<file path="config.mk">
export PLATFORM = sky130hd
export DESIGN_NAME = cptq_qstate
export DESIGN_NICKNAME = d
export VERILOG_FILES = /design/src/design/cptq_pkg.sv /design/src/design/cptq_qstate.sv
export SDC_FILE = /design/constraint.sdc
export NUM_CORES = 1
export LEC_CHECK = 0
export BUFFER_PORTS_ARGS = -buffer_cell sky130_fd_sc_hd__buf_2
export CORE_MARGIN = 3
export CORE_UTILIZATION = 55
export CTS_CLUSTER_DIAMETER = 60
export DETAILED_ROUTE_END_ITERATION = 12
export GPL_ROUTABILITY_DRIVEN = 0
export MAX_ROUTING_LAYER = met4
export PLACE_DENSITY = 0.74
export SLEW_MARGIN = 20
export SYNTH_ARGS = -nofsm -noshare
export SYNTH_HDL_FRONTEND = slang
export SYNTH_SLANG_ARGS = --single-unit
</file>
<file path="constraint.sdc">
create_clock -name clk -period 4.3 [get_ports clk]
set_clock_uncertainty 0.05 [all_clocks]
set_input_delay 0.86 -clock clk [delete_from_list [all_inputs] [get_ports clk]]
set_output_delay 0.86 -clock clk [all_outputs]
set_load 0.05 [all_outputs]
</file>
<file path="src/design/cptq_pkg.sv">
// shared types, constants and helpers for the can priority transmit queue
package cptq_pkg;

	localparam int NUM_PRIORITIES_DEF = 4;
	localparam int QUEUE_LIMIT_DEF    = 15;
	localparam int MAX_DATA_BYTES     = 8;

	localparam int CMD_W  = 1;
	localparam int PRIO_W = 2;
	localparam int ID_W   = 11;
	localparam int LEN_W  = 4;
	localparam int DATA_W = 64;
	localparam int HDR_W  = ID_W + LEN_W;
	localparam int SLOT_W = HDR_W + DATA_W;

	typedef enum logic [CMD_W-1:0] {
		CMD_ENQUEUE = 1'b0,
		CMD_SEND    = 1'b1
	} cmd_t;

	typedef struct packed {
		logic wr;
		logic rd;
		logic flushed;
		logic len_err;
	} ctl_t;

	function automatic logic [DATA_W-1:0] byte_mask(input logic [LEN_W-1:0] len);
		logic [DATA_W-1:0] m;
		m = '0;
		for (int i = 0; i < MAX_DATA_BYTES; i++) begin
			m[i*8 +: 8] = (len > LEN_W'(i)) ? 8'hFF : 8'h00;
		end
		return m;
	endfunction

endpackage

</file>
<file path="src/design/cptq_qstate.sv">
// per-priority head and count registers, slot address and queue decisions
module cptq_qstate #(
	parameter int NUM_PRIORITIES = cptq_pkg::NUM_PRIORITIES_DEF,
	parameter int QUEUE_LIMIT    = cptq_pkg::QUEUE_LIMIT_DEF,
	parameter int ADDR_W         = $clog2(NUM_PRIORITIES * (QUEUE_LIMIT + 1))
) (
	input  logic                        clk,
	input  logic                        arst_n,
	input  logic                        valid,
	input  cptq_pkg::cmd_t              cmd,
	input  logic [cptq_pkg::PRIO_W-1:0] prio,
	input  logic [cptq_pkg::LEN_W-1:0]  len,
	output cptq_pkg::ctl_t              ctl,
	output logic [ADDR_W-1:0]           addr
);

	localparam int SLOTS = QUEUE_LIMIT + 1;
	localparam int HW    = $clog2(SLOTS);
	localparam int CW    = $clog2(SLOTS + 1);
	localparam int QIW   = (NUM_PRIORITIES > 1) ? $clog2(NUM_PRIORITIES) : 1;
	localparam logic [4:0] NP5 = 5'(NUM_PRIORITIES);

	logic [HW-1:0]  head_q [NUM_PRIORITIES];
	logic [CW-1:0]  cnt_q  [NUM_PRIORITIES];

	logic [QIW-1:0] pidx;
	logic [QIW-1:0] sel;
	logic           found;
	logic           in_range;
	logic           over;
	logic [CW-1:0]  ccur;
	logic [HW:0]    tail_sum;
	logic [HW-1:0]  tail;

	assign pidx     = QIW'(prio);
	assign in_range = {3'b000, prio} < NP5;
	assign over     = cnt_q[pidx] > CW'(QUEUE_LIMIT);
	assign ccur     = over ? '0 : cnt_q[pidx];
	assign tail_sum = {1'b0, head_q[pidx]} + (HW+1)'(ccur);
	assign tail     = (tail_sum >= (HW+1)'(SLOTS)) ? HW'(tail_sum - (HW+1)'(SLOTS))
		: HW'(tail_sum);

	// lowest index wins
	always_comb begin
		found = 1'b0;
		sel   = '0;
		for (int q = NUM_PRIORITIES - 1; q >= 0; q--) begin
			if (cnt_q[q] != '0) begin
				found = 1'b1;
				sel   = QIW'(q);
			end
		end
	end

	always_comb begin
		ctl  = '0;
		addr = '0;
		if (valid) begin
			unique case (cmd)
				cptq_pkg::CMD_ENQUEUE: begin
					if (len > cptq_pkg::LEN_W'(cptq_pkg::MAX_DATA_BYTES)) begin
						ctl.len_err = 1'b1;
					end else if (in_range) begin
						ctl.wr      = 1'b1;
						ctl.flushed = over;
						addr        = ADDR_W'(ADDR_W'(pidx) * ADDR_W'(SLOTS)) + ADDR_W'(tail);
					end
				end
				cptq_pkg::CMD_SEND: begin
					if (found) begin
						ctl.rd = 1'b1;
						addr   = ADDR_W'(ADDR_W'(sel) * ADDR_W'(SLOTS)) + ADDR_W'(head_q[sel]);
					end
				end
				default: begin
					ctl = '0;
				end
			endcase
		end
	end

	always_ff @(posedge clk or negedge arst_n) begin
		if (!arst_n) begin
			for (int q = 0; q < NUM_PRIORITIES; q++) begin
				head_q[q] <= '0;
				cnt_q[q]  <= '0;
			end
		end else if (ctl.wr) begin
			cnt_q[pidx] <= ccur + CW'(1);
		end else if (ctl.rd) begin
			head_q[sel] <= (head_q[sel] == HW'(SLOTS - 1)) ? '0 : head_q[sel] + HW'(1);
			cnt_q[sel]  <= cnt_q[sel] - CW'(1);
		end
	end

`ifndef SYNTHESIS
	assert property (@(posedge clk) disable iff (!arst_n)
		ctl.rd |-> cnt_q[sel] != '0)
		else $error("pop from an empty queue");
	assert property (@(posedge clk) disable iff (!arst_n)
		ctl.flushed |=> cnt_q[$past(pidx)] == CW'(1))
		else $error("flushed queue does not hold exactly the new word");
	assert property (@(posedge clk) disable iff (!arst_n)
		(ctl.wr || ctl.rd) |-> int'(addr) < NUM_PRIORITIES * SLOTS)
		else $error("slot address beyond ram depth");
	assert property (@(posedge clk) disable iff (!arst_n)
		ctl.len_err |=> cnt_q[$past(pidx)] == $past(cnt_q[pidx]))
		else $error("rejected word changed a queue count");
`endif

endmodule

</file>
# Word level (Yosys, flattened, before mapping)
# Index checks and enable logic that the tools add are counted.
# W data, S select, Z words.
[word_totals] wordCells=81 reg_bits=36
[op_classes] n_eq_ne=1 mux=46 n_reduce_logical=8 order_cmp=7 add_sub_neg=7 bitwise=4
[op_table] operator="$bwmux W20" n=2
[op_table] operator="$mux W20" n=2
[op_table] operator="$mux W5" n=7
[op_table] operator="$mux W4" n=8
[op_table] operator="$bmux W5 S2" n=2
[op_table] operator="$demux W5 S2" n=2
[op_table] operator="$reduce_bool A5 Y1" n=4
[op_table] operator="$mux W6" n=3
[op_table] operator="$bmux W4 S2" n=2
[op_table] operator="$bwmux W16" n=1
[op_table] operator="$add A6 B4 Y6" n=2
[op_table] operator="$pmux W6 S2" n=1
[op_table] operator="$mux W1" n=10
[op_table] operator="$mux W2" n=5
[op_table] operator="$demux W4 S2" n=1
[op_table] operator="$ge A3 B3 Y1 const B" n=2
[op_table] operator="$lt A3 B1 Y1 const B" n=2
[op_table] operator="$not A2 Y3" n=2
[op_table] operator="$add A4 B5 Y5" n=1
[op_table] operator="$add A5 B1 Y5 const B" n=1
[op_table] operator="$ge A5 B5 Y1 const B" n=1
[op_table] operator="$gt A5 B4 Y1 const B" n=1
[op_table] operator="$sub A5 B1 Y5 const B" n=1
[op_table] operator="$add A4 B1 Y4 const B" n=1
[op_table] operator="7 further kinds" n=9

# Longest topological paths before layout
[logic_depth] ltp_word=13 depth_mapped=11

# Worst setup path after synthesis
# No wires, ideal clock.
[synth_timing] path_type="input to output" from="input port prio[1] in the netlist's numbering" to="output port addr[3]" required_time_ps=3390 n_path_buf=2 setup_slack_ps=-397 cell_stages=11 t_arrival_ps=3787 path_cell_list="clkbuf_1 > clkbuf_1 > mux4_2 > nand2b_1 > inv_1 > ha_1 > a21o_1 > a21oi_1 > xnor2_1 > xnor2_1 > o22ai_1"
[synth_between] elab_chain_cells=13
[synth_lines] element="start: declaration" line="cptq_qstate.sv:11" text="input logic [cptq_pkg::PRIO_W-1:0] prio,"
[synth_lines] element="$not A2 Y3 (implied by the code) *" line="cptq_qstate.sv:37, cptq_qstate.sv:38, cptq_qstate.sv:39"
[synth_lines] element="$bmux W5 S2" line="cptq_qstate.sv:37, cptq_qstate.sv:38"
[synth_lines] element="$mux W5 (implied by the code) (2 in a row)" line="cptq_qstate.sv:37, cptq_qstate.sv:38"
[synth_lines] element="$gt A5 B4 Y1" line="cptq_qstate.sv:37" text="assign over = cnt_q[pidx] > CW'(QUEUE_LIMIT);"
[synth_lines] element="$mux W5" line="cptq_qstate.sv:38" text="assign ccur = over ? '0 : cnt_q[pidx];"
[synth_lines] element="$add A4 B5 Y5 *" line="cptq_qstate.sv:39" text="assign tail_sum = {1'b0, head_q[pidx]} + (HW+1)'(ccur);"
[synth_lines] element="$sub A4 B1 Y4 / $ge A5 B5 Y1 (equally long branches)" line="cptq_qstate.sv:40" text="assign tail = (tail_sum >= (HW+1)'(SLOTS)) ? HW'(tail_sum - (HW+1)'(SLOTS))"
[synth_lines] element="$mux W4 *" line="cptq_qstate.sv:40"
[synth_lines] element="$add A6 B4 Y6 *" line="cptq_qstate.sv:66" text="addr = ADDR_W'(ADDR_W'(pidx) * ADDR_W'(SLOTS)) + ADDR_W'(tail);"
[synth_lines] element="$mux W6 *" line="cptq_qstate.sv:61" text="if (len > cptq_pkg::LEN_W'(cptq_pkg::MAX_DATA_BYTES)) begin"
[synth_lines] element="$pmux W6 S2 *" line="cptq_qstate.sv:59" text="unique case (cmd)"
[synth_lines] element="$mux W6 *" line="cptq_qstate.sv:58" text="if (valid) begin"
[synth_lines] element="end: declaration" line="cptq_qstate.sv:14" text="output logic [ADDR_W-1:0] addr"
# Mark *: on every way between the ends. The rest lies on a longest branch, timed or not. The select of a mux whose other input is x is not followed.

# Final worst setup path
# Ends and elaborated chain as after synthesis.

==> flow_summary.ini <==
[die]
rows = 24
die_area_mm2 = 0.00580
io_pins = 20
die_y_um = 76.1
start_util_pct = 59.7
die_w_um = 76.1
core_area_mm2 = 0.00453

[setup_path]
crit_type = in -> out
critPathLaunchType = input pin
critPathMaxFanout = 9
critPathCaptureType = output pin
critPathRequiredTime_ps = 3390
critPathArrivalTime_ps = 3250

[timing]
fin_tns_setup_ps = 0
slew-limit-headroom_pct = 44.3
hold_viol_final = 0
setup_viol = 0
drv_slew = 0
period_needed_ps = 4160
rsz0062_at_grt = false
fmax_mhz = 241
fin_crit_sh_pct = 96.7
tightest_slew_ps = 828

[clock_network]
cts_sinks = 36
root_buffer = clkbuf_8
clockBufferDepth = 2
cts_tree = yes
cts_max_level = 2
clk_latency_ps = 300
cts_buffers = 5
clk_pin_slew_ps = 70
postCtsHoldBufs = 0

[yosys]
async_reset_ff_share_pct = 100
synth_warnings = 0
syn-cell-area_mm2 = 0.00271
synth_edf_count = 0
synth-seq-cells = 36
synth_mux_area_share_pct = 8.05
synth_top_family_by_area = simple AND/OR/NAND/NOR gates
yosysUniqueCellTypes = 69
synthCells = 306
syn_avg_cell_area_um2 = 8.84
synthAdderAreaFrac_pct = 3.52
synth_fp_nets = 323
yosysSeqAreaShare_pct = 33.3
synth_ff_type = dfrtp_1
synth_xor_area_share_pct = 2.87
yosys.area_share.simple_pct = 24.9
synth_compound_area_share_pct = 22.2

[min_path]
min_path_type = reg -> reg

[outcome]
status = finished, final reports clean

[finish]
final_cell_mix = 46 x nand2_1, 36 x dfrtp_1, 30 x nor2_1
nNetsFinal = 348
insertedDiodeCount = 0
drive_above_1_share_pct = 21.4
stdcell_area_mm2 = 0.00300
final_common_cell = nand2_1
flow.area_growth_from_synthesis_pct = 10.9

[drt]
wire_per_inst_um = 20.6
postRouteWirelength_um = 8180
drc = 0
vias = 2684
postRouteAntennaNets = 0
avgViaCountPerCell = 6.76
drtIter0Drc = 381
dr.pass1.iters = 5

[global_route]
antenna_found_initial = 0
grt_usage_pct = 29.2
grt_overflow_total = 0
grt_pass1_vias = 2432
grt_max_degree = 37
grt_pass1_wl_um = 13000

[flow_run]
maxCapViolations = 0

[placed_design]
dp_hpwl_um = 6060
port_buffers = 19
dpl_cell_area_mm2 = 0.00287

[power]
p_leak_nw = 1.33
power_density_mw_per_mm2 = 768
ir_drop_mv = 0.326
## logic make-up (layout without fill, tap and decap cells)
group           Yosys count  in the layout
buf+inv                  27             53
flops                    36             36
simple gates            132            132
compound gates           86             86
fa+ha+maj                 7              7
xor+xnor                  8              8
mux                      10             10
## cell type report
type                            count  area, um2
Timing Repair Buffer               31        188
Sequential cell                    36        901
Tap cell                           65       81.3
Multi-Input combinational cell    243       1670
Clock inverter                      2       35.0
Fill cell                         389       1530
Inverter                           14       52.6
Clock buffer                        6       72.6
## worst max-delay path, cell delays in order
cell and delay, ps:
clkbuf_4 200, mux4_2 590, nand2b_1 220, inv_1 100
ha_1 230, a21o_1 170, a21oi_1 190, xnor2_1 160
xnor2_1 110, o22ai_2 120, buf_2 290
## layer usage
layer | track usage, % | up-vias | share of wire [%] | wire (um)
met3 | 7.21 | 56 | 13 | 1030
met5 | - | - | 0 | 0
met2 | 42.1 | 219 | 42 | 3400
met4 | 12.7 | 0 | 4.5 | 367
li1 | - | 1183 | - | -
met1 | 39.2 | 1226 | 41 | 3380
## flip-flops by register name, indices dropped and copies added (netlist names)
register and flops:
cnt_q 20, head_q 16
## repair_timing
item,CTS,global route
setup buffers,0,3
gates resized for setup,0,1
endpoints found under the hold margin,0,0
endpoints found under the setup margin,0,1
## Yosys cell counts (2+ instances only)
master     number  area share [%]
nor2b_1         3            0.69
o22ai_1         6             1.4
inv_1          14             1.9
nand4_1         2            0.46
a211oi_1        2            0.55
a221oi_1        2            0.65
o21bai_1        2            0.55
a22oi_1         2            0.55
nand2b_1        4            0.92
xor2_1          3            0.97
a31oi_1         4            0.92
or2_2           3            0.69
nor4_1          4            0.92
nand2_1        46             6.4
or3_2           2            0.55
dfrtp_1        36              33
a221o_1         3             1.1
or3_1           2            0.46
a21o_1          3            0.83
clkbuf_1        7            0.97
ha_1            6             2.8
a21oi_1        14             2.6
nand2_2         2            0.46
nand3_1         7             1.3
o2bb2ai_1       2            0.65
xnor2_1         4             1.3
clkbuf_8        3             1.5
o21ai_0        25             4.6
nor3_1         12             2.2
nor2_1         30             4.2
mux4_2          8             6.7
o211ai_1        2            0.55
o221ai_1        5             1.6
## per-stage QoR
stage	cells	worst slack [ps]	total power [W]	hold WS (ps)	util, %
after global routing	397	24.0	0.00242	503	66.2
after CTS	394	80.7	0.00223	480	65.6
after floorplan	306	-78.1	0.00155	406	-
after global placement	386	183	0.00191	446	63.2
final	397	142	0.00230	473	66.2
after detailed placement	386	99.6	0.00192	464	63.2
## power breakdown
part	internal [W]	switching (W)
Clock	0.000172	0.000127
Combinational	0.000518	0.000823
Sequential	0.000473	0.000190
Total	0.00116	0.00114
## final timing paths
path | start | end | slack [ps] | depth (start not counted)
worst max-delay path | prio[1] | addr[3] | 140 | 11
worst min-delay path | head_q[6] | head_q[6] | 470 | 2
worst max register to register | cnt_q[16] | cnt_q[9] | 610 | 11
worst min register to register | head_q[6] | head_q[6] | 470 | 2
max in group asynchronous | arst_n | cnt_q[16] | 3080 | 1
min in group asynchronous | arst_n | head_q[14] | 600 | 1
Power figures use the tool's default switching activity.
