--- config.mk ---
export PLATFORM = sky130hd
export DESIGN_NAME = cptq_ram
export DESIGN_NICKNAME = d
export VERILOG_FILES = /design/src/design/cptq_ram.sv
export SDC_FILE = /design/constraint.sdc
export NUM_CORES = 1
export LEC_CHECK = 0
export ABC_CLOCK_PERIOD_IN_PS = 2000
export BUFFER_PORTS_ARGS = -buffer_cell sky130_fd_sc_hd__buf_2
export CORE_MARGIN = 2
export CORE_UTILIZATION = 55
export CTS_CLUSTER_SIZE = 16
export DETAILED_ROUTE_END_ITERATION = 7
export PLACE_DENSITY = 0.73
export SETUP_SLACK_MARGIN = 0.5
export SLEW_MARGIN = 15
export SYNTH_ARGS = -nofsm -noshare
export SYNTH_HDL_FRONTEND = slang
export SYNTH_SLANG_ARGS = --single-unit
--- constraint.sdc ---
create_clock -name clk -period 2 [get_ports clk]
set_input_delay 0.1 -clock clk [delete_from_list [all_inputs] [get_ports clk]]
set_output_delay 0.1 -clock clk [all_outputs]
set_load 0.01 [all_outputs]
--- src/design/cptq_ram.sv ---
// generic single write port, single read port ram with registered read
module cptq_ram #(
	parameter int WIDTH  = 8,
	parameter int DEPTH  = 16,
	parameter int ADDR_W = (DEPTH > 1) ? $clog2(DEPTH) : 1
) (
	input  logic              clk,
	input  logic              we,
	input  logic [ADDR_W-1:0] waddr,
	input  logic [WIDTH-1:0]  wdata,
	input  logic              re,
	input  logic [ADDR_W-1:0] raddr,
	output logic [WIDTH-1:0]  rdata
);

	logic [WIDTH-1:0] mem_q [DEPTH];

	always_ff @(posedge clk) begin
		if (we) begin
			mem_q[waddr] <= wdata;
		end
		if (re) begin
			rdata <= mem_q[raddr];
		end
	end

endmodule

### Word-level counts from Yosys, hierarchy flattened

Memory sizes are Yosys's and may differ from the RTL's. A register that Yosys moved wholly into a read port is not among the register bits.
Cells that the tools add are included.

* input bits: 19
* output and inout bits: 8
* register bits: 0
* logic and storage cells: 3
* memories kept: 1
* memory bits (writable): 128

Memory list
* mem_q: depth 16, width 8, read ports 1, clocked after memory_dff 1, wr ports 1, line 16 `logic [WIDTH-1:0] mem_q [DEPTH];`

* multiplexer cells: 2

Operators by type and width (count)
* 2-to-1 mux 1 bit: 2

### Longest topological paths before layout

Gate-level depths: netlist of the first run.

* word-level depth: 2
* gate-level depth with buffers: 5
* mapped depth without buffers: 3

### Worst setup path before layout of the first run

OpenSTA, ideal clock, no wires.

* kind: input-to-reg
* start: input port waddr[2]
* end: memory mem_q[0][0] (enable)
* arrival time: 1.210 ns
* setup slack: 0.407 ns
* cell stages on the path: 2
* data required time: 1.617 ns
* cell sequence: or3b_2 nor3_1

RTL lines
* start, declared: line 9 `input logic [ADDR_W-1:0] waddr,`
* end, declared: line 16

No word-level cell before the write port.

==> results list, run 1 <==
- Routability congestion estimate from global placement: 0.745
- Counting every sink on the clock net gives 136.
* Max-cap violations: 0
- Top FF cell, synth: edfxtp_1
* Antenna-violating nets left: 0
- The synthesized design spends more area on one cell type than any other, namely edfxtp_1.
- The via count of the first global-routing pass came to 2602.
- For this design, the slowest cell found on the critical path is mux4_1.
- Instance area at placement: 0.00561 mm²
- Before antenna repair, the detailed router went through 4 iterations.
- In this run the critical register-to-register path is launched from mem_q[1][5].
- In this run the power density over the cells is 1050 mW/mm².
- Highest clock rate: 687 MHz
- No sink is reached through more buffers than the 2 on the longest clock path.
- Net switching power figure: 1290 µW
* Relative max-transition margin: 42.0%
- The number of antenna diodes in the final layout is 0.
* Cell internal power dissipation: 5370 µW
- Reg2Reg Setup Slack: 550 ps
- Clock tree synthesis inserted a total of 17 buffers.
* Classification of the worst setup path: reg -> reg
- Port buffering added 26 buffers.
- The floorplan step defined a die boundary enclosing 0.0103 mm².
* CTS clock-pin slew for the worst setup and hold paths: 60 ps
- Counting flops with a built-in enable in the synthesized netlist gives 136.
- The critical path goes through mux4_1 > a22oi_2 > nand2_1.
- Launching element of the worst setup path: mem_q[1][5]
- By area the synthesized netlist is led by edfxtp_1, mux4_2, mux4_1, a22oi_1, nor2_1.
- Drt drc: 0
- Yosys warning count: 0
- The core region is 0.00924 mm².
- Skew-Pair Late Insertion Delay: 510 ps
- Setup total negative slack: 0 ps
- Final cell area excluding filler cells: 0.00633 mm²
- Global routing finished with a remaining overflow of 0.
- Critical path arrival: 1710 ps
* CP Max Fanout: 1
- Count of unique library cells instantiated by Yosys: 18
- Net switching is 19.4% of the power.
- Wire length per cell: 22.9 µm
- Per report_power, the sequential group accounts for 48.5% of the total.
* Area overhead of the layout relative to synthesis: 21.2%
* Via total after detailed routing: 2524
* Mapped Cells: 229
- Worst hold path depth: 3
- Fill count: 547
- Library cell used as clock root buffer: clkbuf_8
* Critical Path Max Stage Delay: 540 ps
* Deepest level of the CTS H-tree: 4
- Detailed placer's ending HPWL: 5850 µm
* Count of final setup violators: 0
* CTS tree: built
* Power share of the combinational group: 4.8%
- Setup crit end kind: flop
- Global routing used 21.8% of the available tracks across all layers.
- Critical path launch point type: flop
* WHS: 154 ps
- For the worst flop-to-flop path, the logic depth is 3.
- Worst setup skew after layout: 8.56 ps
- The initial antenna violation count came to 0.
- Setup repair after global routing could not meet its margin everywhere.
- Global-route wire length before repair: 15300 µm
- Fraction of post-synthesis cell area in the top cell type by area: 78.1%
* Post-synthesis average cell area: 22.8 µm²
* Routed wire length on met2: 5030 µm
- In the final layout, the share of cells above drive strength 1 is 33.8%.
- Once the floorplan was initialized, standard cells occupied 56.6% of the core.
- Of the available clock period, the critical path in the final layout requires 72.7%.
* Chip Height: 101 µm
- Detailed-route vias per instance: 5.82
- In this run the top signal layer used is met4.
- When the netlist entered floorplanning its net count stood at 248.
* Final Util: 68.5%
- Max-slew violation count: 0
- In this run, the clock network consumes 46.8% of the power.
- Class of the tightest hold or removal check: in -> reg
- For this run, the post-layout net count is 312.
* Terminus of the critical flop-to-flop path: rdata[5]
* Sequential cell area fraction in the yosys report: 78.1%
- Required arrival time at the worst endpoint: 2260 ps
- Floorplan row count: 35
- Overall routed net length: 9940 µm
- The most critical setup path has its endpoint at rdata[5].
* Largest net degree at the start of global routing: 33
* Maximum VDD drop: 633 µV
- Minimum clock period: 1450 ps
- The mapped netlist covers 0.00523 mm².
* Pleak: 0.00215 µW
- Run status: finished, final reports clean
- The detailed router put a total of 4090 µm of wire on met1.
* I/O pin cnt: 27
- For this run, asynchronously set or reset flops after synthesis account for 0%.
- Worst Max-Slew Pin Slew: 868 ps
* DIE WIDTH: 101 µm
* Post-synthesis register bit count: 136
- Detailed-routed wire length on met3: 619 µm
- First-iteration detailed-routing DRC count: 181
* Final number of hold-violating endpoints: 0
-- power by group through the flow --
stage               clock network (µW)  registers [µW]  logic, µW
floorplan                            0            3290        162
global placement                     0            3280        291
finish                            3120            3230        320
detailed placement                   0            3290        299
global route                      3290            3230        350
CTS                               3160            3230        316
-- placed cells by master (no fill, tap or decap), types with 2 or more instances in the layout --
cell,instances
nand3b_1,2
clkbuf_16,16
nor3_1,3
buf_2,26
a22oi_1,9
edfxtp_1,136
nor2_1,13
clkinv_4,4
mux4_1,13
clkbuf_1,2
clkinv_2,3
mux4_2,19
nand2_1,9
buf_12,2
dlygate4sd3_1,9
a22oi_2,7
nand2b_1,2
buf_4,18
bufinv_16,4
-- state kept, by name (all words and copies together) (netlist names) --
name	flops
mem_q	128
rdata	8
-- worst min-delay path by stage --
stage / start / endpoint / slack [ps]
global route: waddr[0] / mem_q[0][4] / 140
floorplan: wdata[0] / mem_q[0][0] / 200
finish: waddr[0] / mem_q[0][3] / 150
global placement: wdata[2] / mem_q[14][2] / 480
detailed placement: re / rdata[1] / 490
CTS: waddr[0] / mem_q[0][3] / 130
-- cell families (layout without fill, tap and decap cells) --
kind of cell / Yosys count / after routing / synth area share, %
AOI/OAI and AO/OA: 16 / 16 / 2.30
and+or+nand+nor: 35 / 35 / 3.14
DFF: 136 / 136 / 78.1
muxes: 32 / 32 / 14.8
buffers and inverters: 10 / 86 / 1.65
-- worst max-delay path: cells and delay by family, from the launching register on --
family / cells / cell delay (ps)
simple gates: 1 / 70
flops: 1 / 360
compound gates: 1 / 230
mux: 1 / 540
-- cell usage after synthesis, types with 2 or more instances --
cell             instances
mux4_1                  14
buf_6                    3
mux4_2                  18
nand3b_1                 2
edfxtp_1               136
nor2_1                  13
nor3_1                   4
clkdlybuf4s25_2          3
a22oi_1                 16
nand2b_1                 2
buf_2                    3
nand2_1                  9
-- metal layers --
metal  vias to the layer above  global-route usage [%]
met5                         -                       0
met4                         0                    8.84
met3                        15                    6.69
met2                        89                    33.7
met1                      1310                    29.5
li1                       1110                       -
-- what timing repair did --
| action | CTS | global route |
|---|---|---|
| setup buffers | 0 | 0 |
| hold endpoints to repair | 136 | 0 |
| setup endpoints to repair | 1 | 7 |
| hold buffers | 9 | 0 |
| pin swaps | 0 | 2 |
| resized for setup | 1 | 7 |
-- per-stage QoR --
step / worst slack (ps) / power, µW / instances
floorplan: 618 / 3450 / 229
global placement: 303 / 3580 / 394
detailed placement: 299 / 3590 / 394
CTS: 504 / 6710 / 434
global route: 499 / 6870 / 434
finish: 545 / 6670 / 434
-- cell type report --
| cell class | count | area [µm²] | area share, % |
|---|---|---|---|
| clock inverter | 12 | 178 | 2.81 |
| multi-input combinational | 83 | 1090 | 17.3 |
| timing repair buffer | 55 | 395 | 6.24 |
| tap | 129 | 161 | 2.55 |
| clock buffer | 19 | 422 | 6.66 |
| sequential | 136 | 4080 | 64.5 |
Power figures use the tool's default switching activity.
==> run 2, diff against run 1 <==
Settings changed: ABC_AREA from default to 1, ABC_CLOCK_PERIOD_IN_PS 2000 to 1250, PLACE_DENSITY 0.73 to 0.75.
Clock period 2 ns to 1.25 ns, I/O delays scaled along.
==> run 2 against run 1 <==
Critical path depth decreased by 2; synthesized cell count increased by 140%; largest cell class unchanged; worst setup slack got worse by 470 ps; design area increased by 14%; routed wire length increased by 33%; non-clock buffer count decreased by 4; power increased by 64%; sequential power increased by 60%; register-to-register slack got worse by 440 ps.
==> results list, run 2 <==
* Run status: finished, final reports clean
* Top FF cell, synth: edfxtp_1
- The pin count of the biggest net entering global routing is 36 (+9.1%).
- The cell count along the critical path came to 1 (-2).
- Pwr per Cell Area: 1520 mW/mm² (+45%)
* Global-route wire length before repair: 20300 µm (+33%)
- Largest register by flop count: mem_q
- Count of flip-flops with a built-in enable after synthesis: 136 (unchanged)
- The number of setup violations in the final report is 0 (unchanged).
* Detailed placer's ending HPWL: 8120 µm (+39%)
- The area of the die came to 0.0115 mm² (+11%).
- Setup repair after global routing could not meet its margin everywhere.
- The number of diodes added for antenna fixing came to 0 (unchanged).
- The number of sinks handled by clock tree synthesis came to 136 (unchanged).
* Routability congestion estimate from global placement: 0.855 (+15%)
- Antenna-violating nets left: 0 (unchanged)
* Setup crit end kind: output port
* Detailed-route vias per instance: 5.29 (-9.1%)
- Worst hold path depth: 3 (unchanged)
- Library cell with the largest summed area after synthesis: edfxtp_1
- Layout cells sized above 1: 23.1% (-11 points)
- Largest register FFs: 128 (unchanged)
* First-iteration detailed-routing DRC count: 371 (+100%)
- Yosys warning count: 0 (unchanged)
- The number of iterations in the first detailed-routing pass came to 5 (+1).
- Depth of the worst register-to-register path: 6 (+3)
* Share of total power in sequential cells: 47.2% (-1.3 points)
* Overall routed net length: 13200 µm (+33%)
- Fraction of post-synthesis cell area in the top cell type by area: 69.8% (-8.3 points)
- Sequential cell area fraction in the yosys report: 69.8% (-8.3 points)
- Leading registers by flop count: mem_q x128, rdata x8
* Library cell contributing the largest single delay on the critical path: edfxtp_1
* PnR Total Power: 10900 µW (+64%)
- Class of the tightest hold or removal check: in -> reg
- The row count was 37 (+5.7%).
* Switching fraction of total power: 21.5% (+2.0 points)
- The count of boundary I/O pins is 27 (unchanged).
- The total standard cell area after synthesis came to 0.00585 mm² (+12%).
- The library cells used most frequently in the layout, excluding fill and tap cells, are nand2_1, edfxtp_1, inv_1.
- Minimum clock period: 1170 ps
- Derived from the worst setup path, the maximum achievable clock frequency is 852 MHz.
- Launching element of the worst setup path: rdata[7]
- The net count after synthesis came to 570 (+130%).
* Buffers added on ports: 26 (unchanged)
- The net load switching power was 2350 µW (+82%).
- The vertical extent of the die was 107 µm (+5.5%).
* Setup total negative slack: 0 ps (unchanged)
- Starting Density: 56.6% (+0.061 points)
* Pleak: 0.00304 µW (+41%)
* CP Max Fanout: 1 (unchanged)
- The largest incremental delay on the critical path came to 430 ps (-110 ps).
- Walking the worst path, the cells encountered are buf_2.
- The utilization of the core after routing is 69.7% (+1.2 points).
- Classification of the worst setup path: reg -> out
- The commonest cells after synthesis are nand2_1, edfxtp_1, inv_1.
* Max-cap violations: 0 (unchanged)
- CTS clock-pin slew for the worst setup and hold paths: 60 ps (about the same)
- The final critical path takes up 93.9% of the cycle.
* Final number of hold-violating endpoints: 0 (unchanged)
* DIE WIDTH: 107 µm (+5.5%)
* Clock network fraction of total power: 45.8% (-1.0 points)
- From synthesis to final layout, the design area changed by 23.1%.
- The largest vdd supply drop came to 995 µV (+57%).
- Most common cell in the synthesized netlist: nand2_1
- CTS tree: built
- The total count of max-transition violations in the final report is 0 (unchanged).
* Total CTS buffers: 17 (unchanged)
- The initial antenna violation count is 0 (unchanged).
* Skew-Pair Late Insertion Delay: 520 ps (about the same)
* Post-layout nets: 616 (+97%)
- The synthesized instance count is 551 (+140%).
* Count of unique library cells instantiated by Yosys: 11 (-7)
* Critical path launch point type: flop
* Via total after detailed routing: 3945 (+56%)
* Sum of buffers and inverters on the critical path: 1 (+1)
- Total global routing track utilization: 24.8% (+3.0 points)
- The via count of the first global-routing pass came to 3894 (+50%).
* Leading cell types by total area after synthesis: edfxtp_1, nand2_1, nand3_1, inv_1, buf_6
- The arrival time of the worst setup path is 1110 ps (-600 ps).
- The overflow left after global routing came to 0 (unchanged).
* Cell internal power dissipation: 8600 µW (+60%)
* Required arrival time at the worst endpoint: 1190 ps (-1070 ps)
- Deepest level of the CTS H-tree: 4 (unchanged)
- Reg2Reg Setup Slack: 110 ps (-440 ps)
* Critical Path End: rdata[7]
- Wire length per cell: 17.7 µm (-23%)
- The number of synthesized register bits came to 136 (unchanged).
* Power share of the combinational group: 7.0% (+2.2 points)
- Core Footprint: 0.0103 mm² (+12%)
- Most common cell after layout, fill and taps aside: nand2_1
- Library cell used as clock root buffer: clkbuf_8
- The mean post-synth cell area is 10.6 µm² (-54%).
* Crit-path leading delay family: flip-flops
* Worst Max-Slew Pin Slew: 714 ps (-153 ps)
- Relative max-transition margin: 52.3% (+10 points)
- In this run the critical register-to-register path is captured at rdata[0].
* Drt drc: 0 (unchanged)
- The number of buffers on the longest clock path was 2 (unchanged).
- The clock skew is 7.88 ps (-0.688 ps).
- The async set or reset register ratio after synthesis is 0% (unchanged).
- R2R Path Start: mem_q[1][0]
-- run 2: changes by cell type after synthesis, sizes merged, moves of 3 or more --
cell,before,now
a22oi,16,0
buf,7,24
clkdlybuf4s25,3,0
inv,0,102
mux4,32,0
nand2,9,173
nand3,1,97
nor2,13,17
nor3,4,0
-- run 2: cell type report --
cell class	instances	area [µm²]
repair buffers	51	409
multi-input cells	289	1540
flip-flops and latches	136	4080
fillers	705	3130
clock buffers	18	418
clock inverters	14	181
well taps	136	170
inverters	102	390
-- run 2: power groups by stage --
stage          clock [µW]  combinational, µW  sequential (µW)
2_1_floorplan           0                392             5270
5_1_grt              5250                829             5180
4_1_cts              5060                729             5170
3_5_place_dp            0                670             5260
6_report             5010                763             5170
3_3_place_gp            0                658             5260
-- run 2: kinds of logic (layout without fill, tap and decap cells) --
group,count (synthesis),count (layout),synth area share [%]
AND/OR/NAND/NOR,289,289,20.8
flip-flops,136,136,69.8
buffers and inverters,126,185,9.39
-- run 2: per-layer routing --
| layer | routed length [µm] | share of wire [%] | global-route usage [%] |
|---|---|---|---|
| met4 | 295 | 2.2 | 10.9 |
| met3 | 1000 | 7.6 | 5.90 |
| met2 | 6560 | 50 | 40.2 |
| met5 | 0 | 0 | 0 |
| met1 | 5370 | 41 | 31.9 |
-- run 2: worst min path at each step --
stage / from / end / slack, ps
2_1_floorplan: wdata[0] / mem_q[0][0] / 160
3_3_place_gp: re / rdata[5] / 430
3_5_place_dp: re / rdata[4] / 450
4_1_cts: waddr[0] / mem_q[1][4] / 40
5_1_grt: waddr[0] / mem_q[1][3] / 60
6_report: we / mem_q[3][3] / 70
-- run 2: worst min-delay path: stages --
cell and delay, ps:
buf_2 140, nand2_4 130, nor2_4 80
-- run 2: timing repair --
action,CTS,global route
pin swaps,25,26
buffers inserted,0,0
hold endpoints to repair,136,0
setup endpoints to repair,16,16
resized for setup,23,22
hold buffers,9,0
-- run 2: per-stage QoR --
step | worst slack [ps] | hold WS (ps) | instances | area, µm²
floorplan | 314 | 161 | 551 | 5980
global placement | -22.5 | 432 | 705 | 6300
detailed placement | -46.1 | 449 | 705 | 6300
CTS | 21.8 | 42.8 | 746 | 7100
global route | 32.3 | 57.9 | 746 | 7200
finish | 75.9 | 69.2 | 746 | 7200
==> run 3, diff against run 2 <==
Settings changed: PLACE_DENSITY 0.75 to 0.78.
==> run 3 against run 2 <==
Clock-buffer cell count rose by 1; sequential power barely moved; global-route usage rose by 1.4 points; critical path depth did not move; worst hold slack got worse by 32 ps; sequential share of layout area fell by 0.62 points; via count rose by 3.2%; clock skew fell by 2.0 ps; non-clock buffer count rose by 3; design area rose by 1.1%; utilization rose by 0.78 points; critical endpoint unchanged.
==> results list, run 3 (synthesized netlist as in run 2, its figures left out) <==
* Final number of hold-violating endpoints: 0 (unchanged)
- Starting Density: 56.6% (unchanged)
- First-iteration detailed-routing DRC count: 354 (-4.6%)
- The number of nets in the layout was 619 (+0.49%).
- The startpoint identified for the worst hold timing path is raddr[2].
* Leading registers by flop count: mem_q x128, rdata x8
* Worst hold path depth: 4 (+1)
- The global-route wire length before repair came to 21600 µm (+6.0%).
- The total length of routed wires came to 14000 µm (+5.7%).
- The number of buffer cells added on primary ports is 26 (unchanged).
- Most common cell after layout, fill and taps aside: nand2_1
- Number of diodes added for antenna fixing: 0 (unchanged)
- The later-pin clock latency in the skew report is 520 ps (about the same).
- The fraction of final layout cells with drive strength greater than 1 came to 25.8% (+2.7 points).
- Seq. cell area: 0.00408 mm² (unchanged)
* Max-slew violation count: 0 (unchanged)
- Setup repair after global routing could not meet its margin everywhere.
* Overflow after GRT: 0 (unchanged)
- The weighted congestion reported at the end of routability-driven placement was 0.869 (+1.6%).
* Total CTS buffers: 17 (unchanged)
- Wire length per cell: 18.7 µm (+5.3%)
- Final Util: 70.5% (+0.78 points)
- CTS tree: built
* Hold path endpoint: rdata[6]
* Multi-input logic area: 0.00161 mm² (+4.2%)
- The worst reg-to-reg setup slack was 130 ps (+20 ps).
* Class of the tightest hold or removal check: in -> reg
- The routed via count came to 4071 (+3.2%).
- The total power divided by cell area came to 1540 mW/mm² (+1.2%).
* R2R Path Start: mem_q[6][5]
- Vias in the first global route: 4019 (+3.2%)
- Setup bufs post-CTS: 0 (unchanged)
* I/O pin cnt: 27 (unchanged)
- Antenna-violating nets left: 0 (unchanged)
- Maximum VDD drop: 908 µV (-8.8%)
* Critical Path Max Stage Delay: 400 ps (-30 ps)
- Fill count: 684 (-3.0%)
- Run status: finished, final reports clean
* Deepest level of the CTS H-tree: 4 (unchanged)
- The number of sinks handled by clock tree synthesis came to 136 (unchanged).
- Highest clock rate: 883 MHz (+3.7%)
- Core Footprint: 0.0103 mm² (unchanged)
- Detailed placer's ending HPWL: 8260 µm (+1.8%)
- Library cell used as clock root buffer: clkbuf_8
- Drt drc: 0 (unchanged)
- Cell Chain, Critical Path: buf_2
* Minimum clock period: 1130 ps (-41.8 ps)
- The vertical extent of the die was 107 µm (unchanged).
* Top library cells by usage in the layout, fill and taps aside: nand2_1, edfxtp_1, inv_1
- Area overhead of the layout relative to synthesis: 24.5%
* Largest register by flop count: mem_q
- The number of iterations in the first detailed-routing pass is 4 (-1).
* DIE WIDTH: 107 µm (unchanged)
* Sum of buffers and inverters on the critical path: 1 (unchanged)
- Worst Max-Slew Pin Slew: 685 ps (-28.8 ps)
- The clock skew came to 5.84 ps (-2.04 ps).
- Total global routing track utilization: 26.1% (+1.4 points)
* Clock Tree Buf Depth: 2 (unchanged)
- Detailed-route vias per instance: 5.44 (+2.8%)
- Terminus of the critical flop-to-flop path: rdata[5]
* CTS clock-pin slew for the worst setup and hold paths: 60 ps (about the same)
* Max-cap violations: 0 (unchanged)
- The initial antenna violation count is 0 (unchanged).
- Pleak: 0.00309 µW (+1.5%)
- Fraction of the cycle the final worst path needs: 90.6% (-3.3 points)
- Critical path arrival: 1070 ps (-40 ps)
* Die area: 0.0115 mm² (unchanged)
- Count of final setup violators: 0 (unchanged)
- The slowest stage of the critical path belongs to the cell edfxtp_1.
* Required arrival time at the worst endpoint: 1190 ps (about the same)
- Critical path launch point type: flop
* Largest register FFs: 128 (unchanged)
* Classification of the worst setup path: reg -> out
- STA classifies the critical path endpoint as an output port.
- Largest net degree at the start of global routing: 59 (+64%)
* Floorplan row count: 37 (unchanged)
* Depth of the worst register-to-register path: 6 (unchanged)
* Setup total negative slack: 0 ps (unchanged)
- On the critical path the largest part of the delay comes from flip-flops.
* CP Max Fanout: 1 (unchanged)
- The worst-case headroom to the max-slew limit came to 54.3% (+1.9 points).
run 3: cell types whose count changed in the layout (fill, tap and decap cells not counted), moves of 2 or more:
| cell | before | now |
|---|---|---|
| nand3_2 | 36 | 47 |
| nand3_1 | 60 | 48 |
| inv_2 | 3 | 5 |
| clkinv_1 | 3 | 1 |
| buf_4 | 11 | 16 |
| buf_12 | 5 | 3 |
| inv_1 | 97 | 95 |
run 3: worst max-delay path by stage:
stage	slack, ps	endpoint	from	cells past startpoint
CTS	100	rdata[2]	rdata[2]	1
finish	120	rdata[7]	rdata[7]	1
detailed placement	-60	rdata[1]	raddr[1]	6
floorplan	310	mem_q[10][0]	waddr[2]	2
global route	60	rdata[1]	mem_q[1][1]	6
global placement	-20	rdata[1]	raddr[1]	6
run 3: repair_timing:
action	CTS	global route
endpoints found under the setup margin	16	16
hold buffers	9	0
resized for setup	38	20
pin swaps	29	17
hold endpoints to repair	136	0
run 3: metrics by stage:
step	hold WS [ps]	instance area [µm²]	setup slack, ps	cells	power (µW)
after floorplan	161	5980	314	551	5660
after global placement	425	6300	-19.1	708	5920
after detailed placement	418	6300	-64.9	708	5940
after CTS	8.47	7180	102	749	11200
after global routing	41.5	7280	56.9	749	11500
final	37.1	7280	118	749	11200
run 3: tightest hold or removal path: stages:
cell,delay [ps]
buf_2,140
nand3_2,110
nand3_2,80
nand2_1,60
run 3: report_power, final:
| group | switching (µW) | internal (µW) | leakage [µW] |
|---|---|---|---|
| logic | 546 | 250 | 0.00155 |
| registers | 29.3 | 5140 | 0.00124 |
| clock network | 1810 | 3430 | 0.000300 |
| total | 2380 | 8820 | 0.00309 |
run 3: layout make-up:
type | instances | area share [%]
Inverter | 102 | 5.36
Timing Repair Buffer | 54 | 5.50
Multi-Input combinational cell | 289 | 22.1
Tap cell | 136 | 2.34
Sequential cell | 136 | 56.1
Clock buffer | 19 | 5.79
Clock inverter | 13 | 2.77
run 3: metal layers:
metal / GRT usage, % / share of wire [%]
met3: 6.50 / 7.2
met4: 13.2 / 3.8
met5: 0 / 0
met1: 33.9 / 40
met2: 41.1 / 49
